--- config.mk ---
export PLATFORM = sky130hd
export DESIGN_NAME = descriptor_slot_allocator
export DESIGN_NICKNAME = d
export VERILOG_FILES = /design/src/hw/rtl/dsa_pkg.sv /design/src/hw/rtl/descriptor_slot_allocator.sv /design/src/hw/rtl/dsa_regs.sv /design/src/hw/rtl/dsa_ctrl.sv /design/src/hw/rtl/dsa_dpath.sv
export SDC_FILE = /design/constraint.sdc
export NUM_CORES = 2
export LEC_CHECK = 0
export BUFFER_PORTS_ARGS = -buffer_cell sky130_fd_sc_hd__buf_2
export CAP_MARGIN = 10
export CORE_AREA = 5 5 343 345
export CTS_CLUSTER_SIZE = 20
export DETAILED_ROUTE_END_ITERATION = 7
export DIE_AREA = 0 0 348 350
export PLACE_DENSITY = 0.82
export SYNTH_ARGS = -nofsm -noshare
export SYNTH_HDL_FRONTEND = slang
export SYNTH_SLANG_ARGS = --single-unit
--- constraint.sdc ---
create_clock -name clk -period 9.8 [get_ports clk]
set_input_delay 1.96 -clock clk [delete_from_list [all_inputs] [get_ports clk]]
set_output_delay 1.96 -clock clk [all_outputs]
set_load 0.01 [all_outputs]
--- src/hw/rtl/dsa_pkg.sv ---
// Shared types, codes and constants of the descriptor slot allocator.
// Used by every RTL module of the block but the checker; depends on nothing.
package dsa_pkg;

  localparam int DSA_VIEW_SLOTS   = 256;
  localparam int DSA_TARGET_SLOTS = 16;
  localparam int DSA_DEPTH_SLOTS  = 16;

  localparam int SLOT_REACH = 256;
  localparam int GROUP_W    = 16;
  localparam int GROUPS     = SLOT_REACH / GROUP_W;
  localparam int GRP_IDX_W  = $clog2(GROUP_W);

  localparam int SLOT_W   = 8;
  localparam int STRIDE_W = 16;
  localparam int PROD_W   = SLOT_W + STRIDE_W;
  localparam int ADDR_W   = 64;
  localparam int PADDR_W  = 6;
  localparam int PDATA_W  = 64;
  localparam int REG_IDX_W = 3;

  localparam logic [STRIDE_W-1:0] STRIDE_RESET = 16'd32;

  typedef enum logic {
    OP_ALLOC = 1'b0,
    OP_FREE  = 1'b1
  } op_e;

  typedef enum logic [1:0] {
    POOL_SHARED = 2'd0,
    POOL_HIDDEN = 2'd1,
    POOL_TARGET = 2'd2,
    POOL_DEPTH  = 2'd3
  } pool_e;

  typedef enum logic [REG_IDX_W-1:0] {
    REG_SHARED_CPU_BASE = 3'd0,
    REG_HIDDEN_CPU_BASE = 3'd1,
    REG_TARGET_CPU_BASE = 3'd2,
    REG_DEPTH_CPU_BASE  = 3'd3,
    REG_SHARED_GPU_BASE = 3'd4,
    REG_VIEW_STRIDE     = 3'd5,
    REG_TARGET_STRIDE   = 3'd6,
    REG_DEPTH_STRIDE    = 3'd7
  } reg_e;

  typedef enum logic [2:0] {
    ST_IDLE,
    ST_SCAN,
    ST_PICK,
    ST_MUL,
    ST_WRITE
  } state_e;

  typedef struct packed {
    logic [ADDR_W-1:0]   shared_cpu_base;
    logic [ADDR_W-1:0]   hidden_cpu_base;
    logic [ADDR_W-1:0]   target_cpu_base;
    logic [ADDR_W-1:0]   depth_cpu_base;
    logic [ADDR_W-1:0]   shared_gpu_base;
    logic [STRIDE_W-1:0] view_stride;
    logic [STRIDE_W-1:0] target_stride;
    logic [STRIDE_W-1:0] depth_stride;
  } cfg_t;

  typedef struct packed {
    logic capture;
    logic scan;
    logic pick;
    logic mul;
    logic load;
  } ctrl_cmd_t;

  typedef struct packed {
    logic op_free;
  } ctrl_sts_t;

endpackage

--- src/hw/rtl/descriptor_slot_allocator.sv ---
// Descriptor slot allocator: first-fit allocation over four used-bit maps.
// Allocate: each request steps through scan, group pick, multiply and address
// add, and the last step waits until the result register is free; the next
// request is taken while the result waits. Free: scan, then result load.
// Reset (synchronous, rst_n low) clears all maps and sets strides to 32.
module descriptor_slot_allocator #(
  parameter int VIEW_SLOTS   = dsa_pkg::DSA_VIEW_SLOTS,
  parameter int TARGET_SLOTS = dsa_pkg::DSA_TARGET_SLOTS,
  parameter int DEPTH_SLOTS  = dsa_pkg::DSA_DEPTH_SLOTS
) (
  input  logic                        clk,
  input  logic                        rst_n,
  input  logic                        in_valid,
  output logic                        in_ready,
  input  logic                        in_operation,
  input  logic [1:0]                  in_pool,
  input  logic [dsa_pkg::SLOT_W-1:0]  in_slot_to_free,
  output logic                        out_valid,
  input  logic                        out_ready,
  output logic                        out_ok,
  output logic [dsa_pkg::SLOT_W-1:0]  out_slot,
  output logic [dsa_pkg::ADDR_W-1:0]  out_cpu_address,
  output logic [dsa_pkg::ADDR_W-1:0]  out_gpu_address,
  input  logic                        psel,
  input  logic                        penable,
  input  logic                        pwrite,
  input  logic [dsa_pkg::PADDR_W-1:0] paddr,
  input  logic [dsa_pkg::PDATA_W-1:0] pwdata,
  output logic [dsa_pkg::PDATA_W-1:0] prdata,
  output logic                        pready
);
  import dsa_pkg::*;

  cfg_t      cfg;
  ctrl_cmd_t cmd;
  ctrl_sts_t sts;

  dsa_regs u_regs (
    .clk     (clk),
    .rst_n   (rst_n),
    .psel    (psel),
    .penable (penable),
    .pwrite  (pwrite),
    .paddr   (paddr),
    .pwdata  (pwdata),
    .prdata  (prdata),
    .pready  (pready),
    .cfg     (cfg)
  );

  dsa_ctrl u_ctrl (
    .clk       (clk),
    .rst_n     (rst_n),
    .in_valid  (in_valid),
    .in_ready  (in_ready),
    .out_valid (out_valid),
    .out_ready (out_ready),
    .sts       (sts),
    .cmd       (cmd)
  );

  dsa_dpath #(
    .VIEW_SLOTS   (VIEW_SLOTS),
    .TARGET_SLOTS (TARGET_SLOTS),
    .DEPTH_SLOTS  (DEPTH_SLOTS)
  ) u_dpath (
    .clk             (clk),
    .rst_n           (rst_n),
    .cmd             (cmd),
    .sts             (sts),
    .cfg             (cfg),
    .in_operation    (in_operation),
    .in_pool         (in_pool),
    .in_slot_to_free (in_slot_to_free),
    .out_ok          (out_ok),
    .out_slot        (out_slot),
    .out_cpu_address (out_cpu_address),
    .out_gpu_address (out_gpu_address)
  );

endmodule

--- src/hw/rtl/dsa_regs.sv ---
// Configuration register file with its APB-style access port.
// Depends on dsa_pkg for register codes and the configuration struct.
module dsa_regs (
  input  logic                        clk,
  input  logic                        rst_n,
  input  logic                        psel,
  input  logic                        penable,
  input  logic                        pwrite,
  input  logic [dsa_pkg::PADDR_W-1:0] paddr,
  input  logic [dsa_pkg::PDATA_W-1:0] pwdata,
  output logic [dsa_pkg::PDATA_W-1:0] prdata,
  output logic                        pready,
  output dsa_pkg::cfg_t               cfg
);
  import dsa_pkg::*;

  cfg_t cfg_r;
  cfg_t cfg_nxt;
  reg_e reg_idx;
  logic wr_en;

  assign pready  = 1'b1;
  assign wr_en   = psel & penable & pwrite;
  assign reg_idx = reg_e'(paddr[PADDR_W-1:PADDR_W-REG_IDX_W]);
  assign cfg     = cfg_r;

  always_comb begin
    cfg_nxt = cfg_r;
    if (wr_en) begin
      unique case (reg_idx)
        REG_SHARED_CPU_BASE: cfg_nxt.shared_cpu_base = pwdata;
        REG_HIDDEN_CPU_BASE: cfg_nxt.hidden_cpu_base = pwdata;
        REG_TARGET_CPU_BASE: cfg_nxt.target_cpu_base = pwdata;
        REG_DEPTH_CPU_BASE:  cfg_nxt.depth_cpu_base  = pwdata;
        REG_SHARED_GPU_BASE: cfg_nxt.shared_gpu_base = pwdata;
        REG_VIEW_STRIDE:     cfg_nxt.view_stride     = pwdata[STRIDE_W-1:0];
        REG_TARGET_STRIDE:   cfg_nxt.target_stride   = pwdata[STRIDE_W-1:0];
        REG_DEPTH_STRIDE:    cfg_nxt.depth_stride    = pwdata[STRIDE_W-1:0];
        default:             cfg_nxt = cfg_r;
      endcase
    end
  end

  always_comb begin
    unique case (reg_idx)
      REG_SHARED_CPU_BASE: prdata = cfg_r.shared_cpu_base;
      REG_HIDDEN_CPU_BASE: prdata = cfg_r.hidden_cpu_base;
      REG_TARGET_CPU_BASE: prdata = cfg_r.target_cpu_base;
      REG_DEPTH_CPU_BASE:  prdata = cfg_r.depth_cpu_base;
      REG_SHARED_GPU_BASE: prdata = cfg_r.shared_gpu_base;
      REG_VIEW_STRIDE:     prdata = PDATA_W'(cfg_r.view_stride);
      REG_TARGET_STRIDE:   prdata = PDATA_W'(cfg_r.target_stride);
      REG_DEPTH_STRIDE:    prdata = PDATA_W'(cfg_r.depth_stride);
      default:             prdata = '0;
    endcase
  end

  always_ff @(posedge clk) begin
    if (!rst_n) begin
      cfg_r <= '{shared_cpu_base: '0,
                 hidden_cpu_base: '0,
                 target_cpu_base: '0,
                 depth_cpu_base:  '0,
                 shared_gpu_base: '0,
                 view_stride:     STRIDE_RESET,
                 target_stride:   STRIDE_RESET,
                 depth_stride:    STRIDE_RESET};
    end else begin
      cfg_r <= cfg_nxt;
    end
  end

endmodule

--- src/hw/rtl/dsa_ctrl.sv ---
// Controller state machine: sequences one request through search, multiply
// and result load, and owns the result valid flag. Depends on dsa_pkg.
module dsa_ctrl (
  input  logic                 clk,
  input  logic                 rst_n,
  input  logic                 in_valid,
  output logic                 in_ready,
  output logic                 out_valid,
  input  logic                 out_ready,
  input  dsa_pkg::ctrl_sts_t   sts,
  output dsa_pkg::ctrl_cmd_t   cmd
);
  import dsa_pkg::*;

  state_e state_r;
  state_e state_nxt;
  logic   out_valid_r;
  logic   out_valid_nxt;
  logic   out_free;

  // The result register can take a new value once its old one is gone.
  assign out_free  = !out_valid_r || out_ready;
  assign out_valid = out_valid_r;

  always_comb begin
    state_nxt = state_r;
    unique case (state_r)
      ST_IDLE:  if (in_valid) state_nxt = ST_SCAN;
      ST_SCAN:  state_nxt = sts.op_free ? ST_WRITE : ST_PICK;
      ST_PICK:  state_nxt = ST_MUL;
      ST_MUL:   state_nxt = ST_WRITE;
      ST_WRITE: if (out_free) state_nxt = ST_IDLE;
      default:  state_nxt = ST_IDLE;
    endcase
  end

  always_comb begin
    in_ready    = 1'b0;
    cmd         = '0;
    unique case (state_r)
      ST_IDLE: begin
        in_ready    = 1'b1;
        cmd.capture = in_valid;
      end
      ST_SCAN:  cmd.scan = 1'b1;
      ST_PICK:  cmd.pick = 1'b1;
      ST_MUL:   cmd.mul  = 1'b1;
      ST_WRITE: cmd.load = out_free;
      default:  cmd      = '0;
    endcase
    out_valid_nxt = cmd.load ? 1'b1 : (out_ready ? 1'b0 : out_valid_r);
  end

  always_ff @(posedge clk) begin
    if (!rst_n) begin
      state_r     <= ST_IDLE;
      out_valid_r <= 1'b0;
    end else begin
      state_r     <= state_nxt;
      out_valid_r <= out_valid_nxt;
    end
  end

endmodule

--- src/hw/rtl/dsa_dpath.sv ---
// Datapath: the four used-bit maps, the two-level first-free search, the
// slot times stride multiplier and the result register. Depends on dsa_pkg.
module dsa_dpath #(
  parameter int VIEW_SLOTS   = dsa_pkg::DSA_VIEW_SLOTS,
  parameter int TARGET_SLOTS = dsa_pkg::DSA_TARGET_SLOTS,
  parameter int DEPTH_SLOTS  = dsa_pkg::DSA_DEPTH_SLOTS
) (
  input  logic                       clk,
  input  logic                       rst_n,
  input  dsa_pkg::ctrl_cmd_t         cmd,
  output dsa_pkg::ctrl_sts_t         sts,
  input  dsa_pkg::cfg_t              cfg,
  input  logic                       in_operation,
  input  logic [1:0]                 in_pool,
  input  logic [dsa_pkg::SLOT_W-1:0] in_slot_to_free,
  output logic                       out_ok,
  output logic [dsa_pkg::SLOT_W-1:0] out_slot,
  output logic [dsa_pkg::ADDR_W-1:0] out_cpu_address,
  output logic [dsa_pkg::ADDR_W-1:0] out_gpu_address
);
  import dsa_pkg::*;

  // Only the first 256 slots of a pool can be named by an 8-bit slot.
  localparam int VIEW_REACH   = (VIEW_SLOTS < SLOT_REACH) ? VIEW_SLOTS : SLOT_REACH;
  localparam int TARGET_REACH = (TARGET_SLOTS < SLOT_REACH) ? TARGET_SLOTS : SLOT_REACH;
  localparam int DEPTH_REACH  = (DEPTH_SLOTS < SLOT_REACH) ? DEPTH_SLOTS : SLOT_REACH;

  logic [VIEW_REACH-1:0]   shared_used_r, shared_used_nxt;
  logic [VIEW_REACH-1:0]   hidden_used_r, hidden_used_nxt;
  logic [TARGET_REACH-1:0] target_used_r, target_used_nxt;
  logic [DEPTH_REACH-1:0]  depth_used_r,  depth_used_nxt;

  op_e                 op_r;
  pool_e               pool_r;
  logic [SLOT_W-1:0]   req_r;

  logic [GROUPS-1:0]    grp_free_r, grp_free_nxt;
  logic [GRP_IDX_W-1:0] grp_idx_r   [GROUPS];
  logic [GRP_IDX_W-1:0] grp_idx_nxt [GROUPS];

  logic                hit_r;
  logic [SLOT_W-1:0]   slot_r;
  logic [PROD_W-1:0]   prod_r;

  logic                  out_ok_r;
  logic [SLOT_W-1:0]     out_slot_r;
  logic [ADDR_W-1:0]     out_cpu_address_r;
  logic [ADDR_W-1:0]     out_gpu_address_r;

  logic [SLOT_REACH-1:0] busy;
  logic [GRP_IDX_W-1:0]  grp_sel;
  logic                  pick_hit;
  logic [SLOT_W-1:0]     pick_slot;
  logic                  free_in_range;
  logic [STRIDE_W-1:0]   stride_sel;
  logic [ADDR_W-1:0]     base_sel;
  logic                  set_en;
  logic                  clr_en;

  assign sts.op_free     = (op_r == OP_FREE);
  assign out_ok          = out_ok_r;
  assign out_slot        = out_slot_r;
  assign out_cpu_address = out_cpu_address_r;
  assign out_gpu_address = out_gpu_address_r;

  // Map of the selected pool, with slots beyond the pool shown as taken.
  always_comb begin
    busy = '1;
    unique case (pool_r)
      POOL_SHARED: busy[VIEW_REACH-1:0]   = shared_used_r;
      POOL_HIDDEN: busy[VIEW_REACH-1:0]   = hidden_used_r;
      POOL_TARGET: busy[TARGET_REACH-1:0] = target_used_r;
      POOL_DEPTH:  busy[DEPTH_REACH-1:0]  = depth_used_r;
      default:     busy = '1;
    endcase
  end

  // First search level: per group, whether a slot is free and which is lowest.
  always_comb begin
    for (int g = 0; g < GROUPS; g++) begin
      grp_free_nxt[g] = ~&busy[g*GROUP_W +: GROUP_W];
      grp_idx_nxt[g]  = '0;
      for (int b = GROUP_W - 1; b >= 0; b--) begin
        if (!busy[g*GROUP_W + b]) grp_idx_nxt[g] = GRP_IDX_W'(b);
      end
    end
  end

  // Second search level: lowest group that has a free slot.
  always_comb begin
    grp_sel = '0;
    for (int g = GROUPS - 1; g >= 0; g--) begin
      if (grp_free_r[g]) grp_sel = GRP_IDX_W'(g);
    end
    pick_hit  = |grp_free_r;
    pick_slot = {grp_sel, grp_idx_r[grp_sel]};
  end

  always_comb begin
    unique case (pool_r)
      POOL_SHARED: begin
        free_in_range = 32'(req_r) < 32'(VIEW_SLOTS);
        stride_sel    = cfg.view_stride;
        base_sel      = cfg.shared_cpu_base;
      end
      POOL_HIDDEN: begin
        free_in_range = 32'(req_r) < 32'(VIEW_SLOTS);
        stride_sel    = cfg.view_stride;
        base_sel      = cfg.hidden_cpu_base;
      end
      POOL_TARGET: begin
        free_in_range = 32'(req_r) < 32'(TARGET_SLOTS);
        stride_sel    = cfg.target_stride;
        base_sel      = cfg.target_cpu_base;
      end
      POOL_DEPTH: begin
        free_in_range = 32'(req_r) < 32'(DEPTH_SLOTS);
        stride_sel    = cfg.depth_stride;
        base_sel      = cfg.depth_cpu_base;
      end
      default: begin
        free_in_range = 1'b0;
        stride_sel    = '0;
        base_sel      = '0;
      end
    endcase
  end

  assign set_en = cmd.pick && pick_hit;
  assign clr_en = cmd.load && (op_r == OP_FREE) && free_in_range;

  always_comb begin
    shared_used_nxt = shared_used_r;
    hidden_used_nxt = hidden_used_r;
    target_used_nxt = target_used_r;
    depth_used_nxt  = depth_used_r;
    for (int j = 0; j < VIEW_REACH; j++) begin
      if (pool_r == POOL_SHARED && set_en && pick_slot == SLOT_W'(j))
        shared_used_nxt[j] = 1'b1;
      if (pool_r == POOL_SHARED && clr_en && req_r == SLOT_W'(j))
        shared_used_nxt[j] = 1'b0;
      if (pool_r == POOL_HIDDEN && set_en && pick_slot == SLOT_W'(j))
        hidden_used_nxt[j] = 1'b1;
      if (pool_r == POOL_HIDDEN && clr_en && req_r == SLOT_W'(j))
        hidden_used_nxt[j] = 1'b0;
    end
    for (int j = 0; j < TARGET_REACH; j++) begin
      if (pool_r == POOL_TARGET && set_en && pick_slot == SLOT_W'(j))
        target_used_nxt[j] = 1'b1;
      if (pool_r == POOL_TARGET && clr_en && req_r == SLOT_W'(j))
        target_used_nxt[j] = 1'b0;
    end
    for (int j = 0; j < DEPTH_REACH; j++) begin
      if (pool_r == POOL_DEPTH && set_en && pick_slot == SLOT_W'(j))
        depth_used_nxt[j] = 1'b1;
      if (pool_r == POOL_DEPTH && clr_en && req_r == SLOT_W'(j))
        depth_used_nxt[j] = 1'b0;
    end
  end

  always_ff @(posedge clk) begin
    if (!rst_n) begin
      shared_used_r <= '0;
      hidden_used_r <= '0;
      target_used_r <= '0;
      depth_used_r  <= '0;
    end else begin
      shared_used_r <= shared_used_nxt;
      hidden_used_r <= hidden_used_nxt;
      target_used_r <= target_used_nxt;
      depth_used_r  <= depth_used_nxt;
    end
  end

  always_ff @(posedge clk) begin
    if (cmd.capture) begin
      op_r   <= op_e'(in_operation);
      pool_r <= pool_e'(in_pool);
      req_r  <= in_slot_to_free;
    end
    if (cmd.scan) begin
      grp_free_r <= grp_free_nxt;
      grp_idx_r  <= grp_idx_nxt;
    end
    if (cmd.pick) begin
      hit_r  <= pick_hit;
      slot_r <= pick_slot;
    end
    if (cmd.mul) begin
      prod_r <= PROD_W'(slot_r) * PROD_W'(stride_sel);
    end
    if (cmd.load) begin
      if (op_r == OP_FREE) begin
        out_ok_r          <= free_in_range;
        out_slot_r        <= req_r;
        out_cpu_address_r <= '0;
        out_gpu_address_r <= '0;
      end else if (hit_r) begin
        out_ok_r          <= 1'b1;
        out_slot_r        <= slot_r;
        out_cpu_address_r <= base_sel + ADDR_W'(prod_r);
        out_gpu_address_r <= (pool_r == POOL_SHARED) ?
                             cfg.shared_gpu_base + ADDR_W'(prod_r) : '0;
      end else begin
        out_ok_r          <= 1'b0;
        out_slot_r        <= '0;
        out_cpu_address_r <= '0;
        out_gpu_address_r <= '0;
      end
    end
  end

endmodule

Yosys cells after proc, flatten, opt, wreduce, memory -nomap -nowiden

Cells that the tools add are included.

Output and inout port bits: 204
Register bits: 1177
Word-level logic and storage cells: 3192
Input port bits: 88

Reductions and logical operators: 1745
$lt $le $gt $ge: 2
Add/subtract/negate cells: 2
Equal/unequal tests: 526
Bitwise gates (word level): 6
Mux-type cells: 281
$mul: 1

Operators with widths:

| operator                                                         | count |
|---|---|
| 8-bit == test (second input constant)                            | 256 |
| 1-bit logical AND                                                | 1099 |
| 2-bit OR reduction                                               | 547 |
| 8-bit by 7-bit == test with 1-bit output (second input constant) | 128 |
| 4-bit 2-to-1 mux                                                 | 146 |
| 8-bit by 6-bit == test with 1-bit output (second input constant) | 64 |
| 64-bit case mux with 8 select lines                              | 1 |
| 240-bit case mux with 2 select lines                             | 1 |
| 8-bit by 5-bit == test with 1-bit output (second input constant) | 32 |
| 64-bit case mux with 4 select lines                              | 1 |
| 16-bit AND reduction                                             | 16 |
| 3-bit 2-to-1 mux                                                 | 67 |
| 64-bit by 24-bit adder with 64-bit output                        | 2 |
| 8-bit by 4-bit == test with 1-bit output (second input constant) | 16 |
| 8-bit AND reduction                                              | 16 |
| 8-bit by 3-bit == test with 1-bit output (second input constant) | 8 |
| 2-bit 2-to-1 mux                                                 | 32 |
| 16-bit case mux with 4 select lines                              | 1 |
| 4-bit AND reduction                                              | 16 |
| 2-bit AND reduction                                              | 25 |
| 16-bit case mux with 3 select lines                              | 1 |
| 8-bit by 2-bit == test with 1-bit output (second input constant) | 4 |
| 1-bit 2-to-1 mux                                                 | 26 |
| 8-bit by 16-bit multiplier with 24-bit output                    | 1 |
| other kinds (25)                                                 | 57 |

Depth between registers and ports, before layout

Depth in word-level cells: 22
Depth in mapped cells: 30
Gate-level depth less buffers: 22

Modules after synthesis

From an unflattened synthesis, not the netlist that was laid out.

Cell total of the unflattened synthesis: 7613
Area, all modules: 64744.6 um^2

By module, submodules not included:

| module    | times used | sequential area each (um^2) | area an instance (um^2) | cells an instance |
|---|---|---|---|---|
| dsa_dpath | 1          | 18728.0                     | 47890.9                 | 5559 |
| dsa_regs  | 1          | 7367.1                      | 16641.0                 | 2028 |
| dsa_ctrl  | 1          | 80.1                        | 212.7                   | 26 |

Worst setup path after synthesis

OpenSTA, ideal clock, no wires.

Path kind: input port to flip-flop
Start point: in out_ready
End point: reg u_dpath.shared_used_r[139]
Setup time: 0.130 ns
Slack: -0.160 ns
Buffers on the path: 2
Data arrival time: 9.830 ns
Cell stages on the path: 9
Cells stage by stage: nor2b_1 > nor2_1 > nand3_1 > nor3_1 > clkbuf_1 > nand3_1 > clkbuf_1 > o211ai_1 > o31ai_1

RTL lines:

| what                   | RTL line                        | source |
|---|---|---|
| start: declaration     | descriptor_slot_allocator.sv:19 | `input logic out_ready,` |
| end signal: assignment | dsa_dpath.sv:168                | `shared_used_r <= shared_used_nxt;` |
| end: declaration       | dsa_dpath.sv:28                 | `logic [VIEW_REACH-1:0] shared_used_r, shared_used_nxt;` |

Worst setup path in the final report

Start point: reg u_dpath.pool_r[0]
End point: reg u_dpath.prod_r[22] (data pin)

Word-level cells in the longest chain between the ends: 4
Elaborated cells between the ends (all ways): 7
Classes of those cells: 1 x mul; 3 x eq/ne; 1 x mux; 2 x reduce/logical

Ends and longest elaborated chain:

| what                                                                                 | RTL line         | source |
|---|---|---|
| start: declaration                                                                   | dsa_dpath.sv:34  | `pool_e pool_r;` |
| start signal: assignment                                                             | dsa_dpath.sv:178 | `pool_r <= pool_e'(in_pool);` |
| 2-bit by 1-bit == test with 1-bit output / 2-bit logical NOT (equally long branches) | dsa_dpath.sv:100 | `unique case (pool_r)` |
| 2-bit OR reduction (no line)                                                         | --               |  |
| 16-bit case mux with 3 select lines *                                                | dsa_dpath.sv:100 |  |
| 8-bit by 16-bit multiplier with 24-bit output *                                      | dsa_dpath.sv:190 | `prod_r <= PROD_W'(slot_r) * PROD_W'(stride_sel);` |
| end signal: assignment                                                               | dsa_dpath.sv:190 |  |
| end: declaration                                                                     | dsa_dpath.sv:43  | `logic [PROD_W-1:0] prod_r;` |

Mark *: on every way between the ends. The rest lies on a longest branch, timed or not.
A chain may end at the register's enable or synchronous reset.

==> flow_summary.ini <==
[logic_synthesis]
synth_cells = 7416
synth_nets = 7682
yosysSeqAreaShare = 0.407
async_reset_ff_frac = 0
yosys_warnings = 0
ys_seq_elements = 1177
synth_edf_count = 261
syn_area_per_cell_um2 = 8.68
synth_area_mm2 = 0.0644
synth-main-ff-cell = dfxtp_1
post_synth_num_cell_types = 94

[global_route]
grt_use_total = 0.352
grt_max_degree = 132
grt_pass1_vias = 58400
grt_pass1_wl_mm = 340
antenna_found_initial = 17
overflow = 0

[setup_path]
slowest_delay_ns = 0.72
critPathBufInv = 3
cp_top_family = adder cells
cp_cell_sequence = buf_4 -> mux2i_1 -> a21oi_1 -> and2_1 -> fa_1 -> fa_1 -> fa_1 -> inv_1 -> fa_1 -> inv_1 -> ha_1 -> a2111oi_0 -> a22oi_1 -> a41oi_1 -> o21ai_0 -> nor4_1 -> o31ai_1 -> nor2_1 -> a21oi_1 -> xor2_1
r2r_cells = 20
crit_arrival_ns = 7.37
critical_path.max_fanout = 29
cp-end-kind = flip-flop
r2r_end = u_dpath.prod_r[22]
cp.depth = 20
crit_slowest_cell = a21oi_1
crit_type = flip-flop to flip-flop
worstPathRequired_ns = 10.28
critPathLaunchType = flip-flop
crit_end = u_dpath.prod_r[22]
startpoint = u_dpath.pool_r[0]
cp_common_cell = fa_1
r2r-start = u_dpath.pool_r[0]
reg2reg_slack_ns = 2.91

[detailed_routing]
dr.pass1.iters = 7
wire_per_inst_um = 25.1
drtIter0Drc = 8475
routed_wl_mm = 226
vias = 61300
ant_nets = 0
post-route-drc-count = 0
vias_per_cell = 6.83

[clocking]
ctsHoldBuffers = 0
clkSinkCount = 1177
cts_max_path_buffers = 3
cts_tree = done
numCtsBuffers = 119
clock_latency_ns = 0.74
post_cts_buffers = 0
cts-root-buf = clkbuf_16
clkTransAtPathRegs_ns = 0.06
post_cts_resized = 0
cts_max_level = 3

[timing]
fin_ws_ns = 2.91
slew_headroom = 0.0872
tightest_slew_ns = 1.37
setup_violations = 0
slew_viol_final = 0
rsz0062_at_grt = no
final.min_clock_period_ns = 6.89
fin_tns_setup_ns = 0
fin_crit_sh = 0.703
fin_skew_ns = 0.0287
final-hold-violation-count = 0
clock.fmax_ghz = 0.145

[die]
initial_utilization = 0.565
ioPinCount = 292
die_w_um = 348
coreArea_mm2 = 0.114
dieHeight_um = 350
rows = 124
dieArea_mm2 = 0.122

[pwr]
cellLeakagePower_nw = 23.9
p_per_area_mw_per_mm2 = 159
p_seq_frac = 0.451
combinationalPowerShare = 0.118
clkPwrFrac = 0.431
power.net_switching_mw = 3.03
p_total_mw = 11.3
peakVddDrop_v = 0.000143
swShare = 0.269
p_int_mw = 8.23

[placement]
gp_congestion = 1.00
portBuffers = 287
pre_cts_ws_ns = 2.97
dpl.hpwl_mm = 143
placed_cells = 8740
placed_area_mm2 = 0.0664

[layout]
final_nets = 7616
layout.cells.most_common_list = 1,203 x nand2_1, 916 x dfxtp_1, 642 x nor2_1, 570 x o21ai_0, 429 x a21boi_0
drive_gt1_frac = 0.120
final_common_cell = nand2_1
area_growth_pct = 9.71
instances_no_fill = 8981
final_area_mm2 = 0.0706

[outcome]
status = finished clean

[flow_run]
cap_violations = 0

[hold_path]
worstHoldPathType = flip-flop to flip-flop
## cell families (layout without fill, tap and decap cells)
family                     count (synthesis)  after routing  synth area share
xor gates and xnor gates                 121            121            0.0165
muxes                                    173            173            0.0524
adders and majority gates                178            178            0.0446
DFF                                     1177           1177             0.407
and+or+nand+nor                         2486           2486             0.169
other                                      1             16         0.0000583
buffers and inverters                    893            931            0.0561
AOI/OAI and AO/OA                       2387           2387             0.255
## registers in the layout (all words and copies together) (netlist names)
| signal | cells |
|---|---|
| u_dpath.sts | 1 |
| u_dpath.slot_r | 8 |
| u_dpath.depth_used_r | 16 |
| u_dpath.out_slot | 8 |
| u_ctrl.state_r | 3 |
| u_dpath.out_ok | 1 |
| u_ctrl.out_valid | 1 |
| u_dpath.req_r | 8 |
| u_dpath.out_cpu_address | 64 |
| u_dpath.out_gpu_address | 64 |
| u_regs.cfg | 368 |
| u_dpath.hit_r | 1 |
| u_dpath.grp_free_r | 16 |
| u_dpath.prod_r | 24 |
| u_dpath.grp_idx_r | 64 |
| u_dpath.pool_r | 2 |
| u_dpath.shared_used_r | 256 |
| u_dpath.hidden_used_r | 256 |
| u_dpath.target_used_r | 16 |
## area by class of cell
cell class	instances	area, um^2
multi-input cells	5346	34800
well taps	1512	1890
inverters	279	1050
clock buffers	163	3470
clock inverters	62	681
fillers	9259	43300
diodes	15	37.5
repair buffers	427	2520
flip-flops and latches	1177	26200
## Yosys cell counts (68+ instances only)
cell type  number  area, um^2
clkbuf_1      445        1670
mux4_2        130        2930
dfxtp_1       916       18300
inv_1         276        1040
ha_1           92        1150
a31oi_1       150         938
a311oi_1       91         797
a22o_1         68         596
a41oi_1       116        1020
nand3_1       115         576
edfxtp_1      261        7840
fa_1           86        1720
buf_2          85         425
nand2_1      1212        4550
o211ai_1      226        1700
nor2b_1       120         751
a21boi_0      429        3220
a21oi_1       200        1000
o21a_1         87         653
nor2_1        655        2460
o31ai_1        87         653
o21ai_0       570        2850
xnor2_1        73         639
## metal layers
metal	vias up	track usage	routed length, um	share of wire
li1	26500	-	-	-
met1	29000	0.441	80700	0.36
met2	4653	0.550	99400	0.44
met3	1077	0.0852	29700	0.13
met4	10	0.219	15600	0.069
met5	-	0	66	0.00029
## how the worst min path moves through the flow
stage                                         from                        to  slack [ns]  depth (start not counted)
final                     u_dpath.target_used_r[8]  u_dpath.target_used_r[8]        0.47                          1
after global routing      u_dpath.target_used_r[2]  u_dpath.target_used_r[2]        0.49                          1
after CTS                 u_dpath.target_used_r[8]  u_dpath.target_used_r[8]        0.47                          1
after detailed placement  u_dpath.target_used_r[8]  u_dpath.target_used_r[8]        0.45                          1
after global placement    u_dpath.target_used_r[5]  u_dpath.target_used_r[5]        0.44                          2
after floorplan           u_dpath.hidden_used_r[0]  u_dpath.hidden_used_r[0]        0.42                          2
## stage by stage
stage               hold WS [ns]   util
floorplan                  0.420      -
global placement           0.440  0.583
detailed placement         0.451  0.583
CTS                        0.465  0.620
global route               0.489  0.620
finish                     0.465  0.620
## worst register-to-register path, cell delays in order, from the launching register on
cell       delay [ns]
edfxtp_1         0.33
buf_4            0.50
mux2i_1          0.25
a21oi_1          0.72
and2_1           0.27
fa_1             0.42
fa_1             0.53
fa_1             0.54
inv_1            0.05
fa_1             0.52
inv_1            0.04
ha_1             0.35
a2111oi_0        0.42
a22oi_1          0.12
a41oi_1          0.33
o21ai_0          0.23
nor4_1           0.36
o31ai_1          0.15
nor2_1           0.21
a21oi_1          0.12
xor2_1           0.16
## power groups by stage
stage	Sequential, mW	Combinational (mW)	Clock, mW
after floorplan	5.17	0.895	0
after global routing	5.08	1.42	5.06
after global placement	5.18	1.26	0
final	5.08	1.33	4.85
after CTS	5.08	1.29	4.83
after detailed placement	5.19	1.28	0
(Power assumes the default switching activity.)
